<file path="config.mk">
export PLATFORM = sky130hd
export DESIGN_NAME = pbi_quant
export DESIGN_NICKNAME = d
export VERILOG_FILES = /design/src/pbi_pkg.sv /design/src/pbi_quant.sv
export SDC_FILE = /design/constraint.sdc
export NUM_CORES = 2
export LEC_CHECK = 0
export BUFFER_PORTS_ARGS = -buffer_cell sky130_fd_sc_hd__buf_2
export CAP_MARGIN = 10
export CORE_MARGIN = 5
export CORE_UTILIZATION = 40
export DETAILED_ROUTE_END_ITERATION = 16
export GPL_TIMING_DRIVEN = 1
export PLACE_DENSITY_LB_ADDON = 0.2
export SLEW_MARGIN = 20
export SYNTH_ARGS = -nofsm -noshare
export SYNTH_HDL_FRONTEND = slang
export SYNTH_SLANG_ARGS = --single-unit
</file>
<file path="constraint.sdc">
create_clock -name i_clk -period 9.9 [get_ports i_clk]
set_input_delay 1.485 -clock i_clk [delete_from_list [all_inputs] [get_ports i_clk]]
set_output_delay 1.485 -clock i_clk [all_outputs]
set_load 0.05 [all_outputs]
</file>
<file path="src/pbi_pkg.sv">
`default_nettype none
// ----------------------------------------------------------------------------
// pbi_pkg - shared definitions for point_to_beam_index
// Widths, register indices, word structs and the CORDIC arctangent table.
// ----------------------------------------------------------------------------
package pbi_pkg;

    localparam int BEAM_COUNT   = 1024;
    localparam int CORDIC_STEPS = 18;

    localparam int PT_W      = 32;               // point coordinates, Q15.16
    localparam int CFG_W     = 32;               // config write data
    localparam int REG_IDX_W = 3;
    localparam int POSE_W    = 18;               // Q1.16
    localparam int SHIFT_W   = 32;               // Q15.16
    localparam int ANG0_W    = 19;               // Q2.16
    localparam int BPR_W     = 32;               // Q16.16 unsigned
    localparam int FRAC      = 16;
    localparam int BEAM_W    = 10;

    localparam int PROD_W = POSE_W + PT_W;            // one pose product
    localparam int T_W    = PROD_W + 1 - FRAC + 1;    // sensor-frame coordinate
    localparam int C_W    = T_W + 3;                  // CORDIC x/y, gain headroom
    localparam int Z_W    = 20;                       // Q3.16 angle accumulator
    localparam int D_W    = Z_W + 1;                  // angle minus first beam
    localparam int S_W    = D_W + BPR_W + 1;          // scaled offset, Q.32
    localparam int IDX_W  = S_W - 32;
    localparam int STEP_W = (CORDIC_STEPS > 1) ? $clog2(CORDIC_STEPS) : 1;

    localparam logic signed [Z_W-1:0] ANG_PI = Z_W'(205887);

    typedef enum logic [REG_IDX_W-1:0] {
        REG_POSE_XX   = 3'd0,
        REG_POSE_XY   = 3'd1,
        REG_POSE_YX   = 3'd2,
        REG_POSE_YY   = 3'd3,
        REG_SHIFT_X   = 3'd4,
        REG_SHIFT_Y   = 3'd5,
        REG_ANG0      = 3'd6,
        REG_BEAMS_RAD = 3'd7
    } t_reg_idx;

    typedef struct packed {
        logic signed [POSE_W-1:0]  xx;
        logic signed [POSE_W-1:0]  xy;
        logic signed [POSE_W-1:0]  yx;
        logic signed [POSE_W-1:0]  yy;
        logic signed [SHIFT_W-1:0] sx;
        logic signed [SHIFT_W-1:0] sy;
    } t_pose;

    // word handed from cell to cell
    typedef struct packed {
        logic                   hold;   // bearing already settled (zero ordinate)
        logic signed [C_W-1:0]  x;
        logic signed [C_W-1:0]  y;
        logic signed [Z_W-1:0]  z;
    } t_cord;

    // atan(2^-i) in Q3.16, rounded
    function automatic logic [15:0] atan_lut(input logic [4:0] idx);
        logic [15:0] v;
        case (idx)
            5'd0:    v = 16'd51472;
            5'd1:    v = 16'd30386;
            5'd2:    v = 16'd16055;
            5'd3:    v = 16'd8150;
            5'd4:    v = 16'd4091;
            5'd5:    v = 16'd2047;
            5'd6:    v = 16'd1024;
            5'd7:    v = 16'd512;
            5'd8:    v = 16'd256;
            5'd9:    v = 16'd128;
            5'd10:   v = 16'd64;
            5'd11:   v = 16'd32;
            5'd12:   v = 16'd16;
            5'd13:   v = 16'd8;
            5'd14:   v = 16'd4;
            5'd15:   v = 16'd2;
            5'd16:   v = 16'd1;
            default: v = 16'd0;
        endcase
        return v;
    endfunction

endpackage
`default_nettype wire

</file>
<file path="src/pbi_quant.sv">
`default_nettype none
// ----------------------------------------------------------------------------
// pbi_quant - angle to beam index
// Subtracts the first beam angle, scales, rounds half up and range checks.
// ----------------------------------------------------------------------------
module pbi_quant
    import pbi_pkg::*;
(
    input  wire logic                     i_clk,
    input  wire logic                     i_rst_n,
    input  wire logic signed [ANG0_W-1:0] i_ang0,
    input  wire logic [BPR_W-1:0]         i_bpr,
    input  wire logic                     i_valid,
    output logic                          o_ready,
    input  wire t_cord                    i_data,
    output logic                          o_valid,
    input  wire logic                     i_ready,
    output logic [BEAM_W-1:0]             o_beam_index,
    output logic                          o_out_of_range
);

    localparam logic signed [S_W-1:0] S_HALF = S_W'(1) <<< 31;
    localparam logic signed [S_W-1:0] S_TOP  = S_W'(BEAM_COUNT) <<< 32;
    localparam logic [IDX_W-1:0]      IDX_TOP = IDX_W'(BEAM_COUNT);

    logic                  r_v1, r_out_valid;
    logic                  en1, en2;
    logic signed [D_W-1:0] d;
    logic signed [S_W-1:0] r_s, n_s, s_rnd;
    logic [IDX_W-1:0]      idx;
    logic                  oor;
    logic [BEAM_W-1:0]     r_beam, n_beam;
    logic                  r_oor;

    assign en2            = !r_out_valid || i_ready;
    assign en1            = !r_v1 || en2;
    assign o_ready        = en1;
    assign o_valid        = r_out_valid;
    assign o_beam_index   = r_beam;
    assign o_out_of_range = r_oor;

    always_comb begin
        d   = D_W'(i_data.z) - D_W'(i_ang0);
        n_s = S_W'(d) * S_W'($signed({1'b0, i_bpr}));
    end

    always_comb begin
        s_rnd  = r_s + S_HALF;
        idx    = IDX_W'(s_rnd >>> 32);
        oor    = (r_s <= -S_HALF) || (r_s >= S_TOP) || (idx >= IDX_TOP);
        n_beam = oor ? '0 : idx[BEAM_W-1:0];
    end

    always_ff @(posedge i_clk) begin
        if (!i_rst_n) begin
            r_v1        <= 1'b0;
            r_out_valid <= 1'b0;
        end else begin
            if (en1) r_v1        <= i_valid;
            if (en2) r_out_valid <= r_v1;
        end
        if (en1) r_s <= n_s;
        if (en2) begin
            r_beam <= n_beam;
            r_oor  <= oor;
        end
    end

endmodule
`default_nettype wire

</file>
==> tab_implementation.tex <==
\begin{tabular}{lr}
\hline
Metric & Value \\
\hline
\multicolumn{2}{l}{\textbf{Detailed routing}} \\
Total Wirelength & 64,400 µm \\
Routed via count & 18,800 \\
Number of remaining DRC errors & 0 \\
Routed via count divided by cell count & 4.97 \\
DR iter-0 viols & 930 \\
WL/cell & 17.0 µm \\
Iteration count of the initial detailed-routing pass & 5 \\
Antenna viol nets, final & 0 \\
\multicolumn{2}{l}{\textbf{Setup path}} \\
Cell with the largest stage delay on the worst path & sky130\_fd\_sc\_hd\_\_fa\_1 \\
Slowest stage delay, CP & 0.60 ns \\
Class of the most critical setup path & input port to register \\
Dominant cell type by count on the critical path & sky130\_fd\_sc\_hd\_\_fa\_1 \\
Element type at the critical path end & register \\
Crit start category & input port \\
Arrival time of data at the critical path endpoint & 9.69 ns \\
Largest driver fanout on the critical path & 5 \\
Required time of the critical path & 9.97 ns \\
\multicolumn{2}{l}{\textbf{Placed design}} \\
Placer's final routability congestion estimate & 0.857 \\
Buffers on Ports & 87 \\
DP HPWL & 53,400 µm \\
Area after detailed placement & 0.0278 mm² \\
Number of instances in the placed design & 3,766 \\
\multicolumn{2}{l}{\textbf{STA}} \\
Time the final worst path needs with I/O delays and setup & 9.63 ns \\
Post-route clock skew & 0.00699 ns \\
Max transition margin & 39.3\% \\
Number of hold-slack violations in the final timing report & 0 \\
Period Utilization, post-route & 97.2\% \\
Fmax achieved & 104 MHz \\
Final setup vio count & 0 \\
Total count of max-transition violations in the final report & 0 \\
Least-Margin Pin Slew & 0.911 ns \\
Accumulated negative setup slack & 0 ns \\
\multicolumn{2}{l}{\textbf{Cells and area}} \\
Area Growth Syn to Fin & 12.3\% \\
Core occupancy in the finished layout & 45.3\% \\
Final \#Nets & 3,886 \\
Non-filler instance count after layout & 3,794 \\
Number of fill cells in the layout & 6,221 \\
Layout cell share with drive strength beyond 1 & 12.7\% \\
Area of the multi-input gates & 0.0207 mm² \\
Area of all placed cells without fillers & 0.0285 mm² \\
Flip-flop and latch area & 0.00199 mm² \\
\multicolumn{2}{l}{\textbf{Synth}} \\
FFs w/ async S/R, synth & 0\% \\
Mean area per synthesized cell & 9.00 µm² \\
Netlist area before placement & 0.0254 mm² \\
Cell with the most instances after synthesis & sky130\_fd\_sc\_hd\_\_inv\_1 \\
Synth top area share & 44.9\% \\
Top post-synthesis cells by area & sky130\_fd\_sc\_hd\_\_fa\_1, sky130\_fd\_sc\_hd\_\_ha\_1, sky130\_fd\_sc\_hd\_\_inv\_1, sky130\_fd\_sc\_hd\_\_edfxtp\_1, sky130\_fd\_sc\_hd\_\_nand2\_1 \\
Synthesis-stage register bit count & 67 \\
Total of warnings raised by yosys & 0 \\
Top cells by instance count after synthesis & sky130\_fd\_sc\_hd\_\_inv\_1, sky130\_fd\_sc\_hd\_\_fa\_1, sky130\_fd\_sc\_hd\_\_nand2\_1 \\
Cell taking the most area after synthesis & sky130\_fd\_sc\_hd\_\_fa\_1 \\
EDFF count, synth & 65 \\
Post-synth cell types & 61 \\
Synth Flop Type & sky130\_fd\_sc\_hd\_\_edfxtp\_1 \\
Number of nets in the synthesized netlist & 3,764 \\
Portion of the post-synthesis area used by sequential elements & 7.85\% \\
Cells after synthesis & 2,820 \\
\multicolumn{2}{l}{\textbf{CTS}} \\
Clock latency on the worst-skew pair & 0.33 ns \\
Clock tree from TritonCTS & done \\
Clock edge transition at the registers on the reported setup and hold paths & 0.06 ns \\
CTS H-tree depth & 3 \\
Cell at the root of the clock tree & sky130\_fd\_sc\_hd\_\_clkbuf\_16 \\
Clock tree buffer depth & 2 \\
Clock sink count & 67 \\
Number of buffers added by the clock tree synthesis step & 9 \\
\multicolumn{2}{l}{\textbf{Floorplan}} \\
Initial cell density of the core & 40.3\% \\
Count of boundary I/O pins & 167 \\
Die area & 0.0686 mm² \\
Core box area & 0.0630 mm² \\
Die span in y & 262 µm \\
\# rows & 92 \\
Horizontal extent of the die & 262 µm \\
\multicolumn{2}{l}{\textbf{Global route}} \\
Global route total overflow & 0 \\
Via count of the first global-routing pass & 21,000 \\
Pin count of the biggest net entering global routing & 55 \\
Wire length of the first global-routing pass & 107,000 µm \\
Number of antenna violations at the first check in global routing & 2 \\
All-layer global routing usage & 19.4\% \\
\multicolumn{2}{l}{\textbf{Outcome}} \\
Status & finished, final reports clean \\
\multicolumn{2}{l}{\textbf{Flow run}} \\
Number of max-cap violations & 0 \\
\multicolumn{2}{l}{\textbf{Hold path}} \\
Hold/Removal Path Class & register to register \\
\hline
\end{tabular}
registers in the layout, indices dropped and copies added, names as in the netlist:
register        flops
r_s                54
o_beam_index       10
o_out_of_range      1
o_valid             1
r_v1                1
cell families (layout without fill, tap and decap cells):
family	count (synthesis)	count (layout)	share of synthesized area (%)
xor gates and xnor gates	73	73	2.55
and+or+nand+nor	868	868	16.1
other	0	1	0
muxes	4	4	0.168
AOI/OAI and AO/OA	208	208	5.53
adders and majority gates	790	790	55.8
DFF	67	67	7.85
buffers and inverters	810	937	12.1
routing by layer:
| layer | global-route usage [%] | part of all wire [%] | vias up |
|---|---|---|---|
| li1 | - | - | 8629 |
| met1 | 24.3 | 41 | 9735 |
| met2 | 36.3 | 53 | 374 |
| met3 | 1.76 | 3.4 | 102 |
| met4 | 4.82 | 2.8 | 0 |
| met5 | 0 | 0 | - |
worst max-delay path, delay by kind of cell:
family                   cells  cell delay, ns
adder cells (fa/ha/maj)     10            4.44
AO/OA/AOI/OAI               11            1.96
buffers and inverters        8            0.93
AND/OR/NAND/NOR              5            0.54
XOR/XNOR                     2            0.30
repair_timing:
action                     CTS  global route
setup endpoints to repair    6            21
hold endpoints to repair     0             0
hold buffers                 0             0
cloned                       0             1
pin swaps                    0            22
resized for setup            3            47
setup buffers                0            10
layout by cell type (no fill, tap or decap), types with 5 or more instances in the layout:
master | netlist | final
sky130_fd_sc_hd__buf_2 | 17 | 87
sky130_fd_sc_hd__o21ai_2 | 2 | 5
sky130_fd_sc_hd__and2_1 | 133 | 133
sky130_fd_sc_hd__edfxtp_1 | 65 | 65
sky130_fd_sc_hd__and3b_1 | 13 | 13
sky130_fd_sc_hd__nand3_1 | 21 | 21
sky130_fd_sc_hd__nor2_1 | 58 | 55
sky130_fd_sc_hd__clkbuf_16 | 0 | 10
sky130_fd_sc_hd__ha_1 | 221 | 210
sky130_fd_sc_hd__nand3b_1 | 19 | 19
sky130_fd_sc_hd__o21ai_0 | 27 | 24
sky130_fd_sc_hd__a21o_1 | 29 | 29
sky130_fd_sc_hd__nand2_1 | 497 | 494
sky130_fd_sc_hd__xnor2_2 | 1 | 7
sky130_fd_sc_hd__o21a_1 | 7 | 7
sky130_fd_sc_hd__nor2b_1 | 13 | 13
sky130_fd_sc_hd__a31oi_1 | 5 | 5
sky130_fd_sc_hd__ha_4 | 0 | 10
sky130_fd_sc_hd__and3_1 | 7 | 7
sky130_fd_sc_hd__xor2_1 | 33 | 30
sky130_fd_sc_hd__nand2b_1 | 36 | 36
sky130_fd_sc_hd__fa_2 | 0 | 5
sky130_fd_sc_hd__inv_1 | 661 | 659
sky130_fd_sc_hd__a21oi_2 | 4 | 16
sky130_fd_sc_hd__nor4_1 | 11 | 11
sky130_fd_sc_hd__nand4_1 | 20 | 20
sky130_fd_sc_hd__buf_12 | 0 | 17
sky130_fd_sc_hd__a21oi_1 | 70 | 57
sky130_fd_sc_hd__nor3_1 | 12 | 12
sky130_fd_sc_hd__xnor2_1 | 39 | 30
sky130_fd_sc_hd__buf_4 | 0 | 154
sky130_fd_sc_hd__a211oi_2 | 5 | 6
sky130_fd_sc_hd__fa_1 | 569 | 564
sky130_fd_sc_hd__o21bai_1 | 16 | 16
sky130_fd_sc_hd__o21ai_1 | 10 | 8
sky130_fd_sc_hd__or2_2 | 18 | 18
area by class of cell:
class / instances / area share, %
Timing Repair Buffer: 260 / 6.90
Multi-Input combinational cell: 1943 / 72.7
Antenna cell: 1 / 0.00878
Sequential cell: 67 / 6.99
Inverter: 661 / 8.70
Tap cell: 846 / 3.71
Clock buffer: 9 / 0.790
Clock inverter: 7 / 0.184
per-stage QoR:
stage,worst slack (ns),hold WS (ns)
after CTS,0.0232,0.515
after detailed placement,-0.371,0.500
after floorplan,0.282,0.463
after global routing,-0.0190,0.556
final,0.274,0.513
after global placement,-0.328,0.497
worst paths after layout:
path | from | end | slack, ns | depth (start not counted)
worst max-delay path | i_data[0] | r_s[51] | 0.27 | 36
worst min-delay path | r_v1 | o_valid | 0.51 | 1
worst max register to register | r_s[36] | o_beam_index[8] | 7.47 | 7
worst min register to register | r_v1 | o_valid | 0.51 | 1
Power is not shown: default switching activity piles up to over one toggle a cycle in this logic, so the estimate is an artifact.
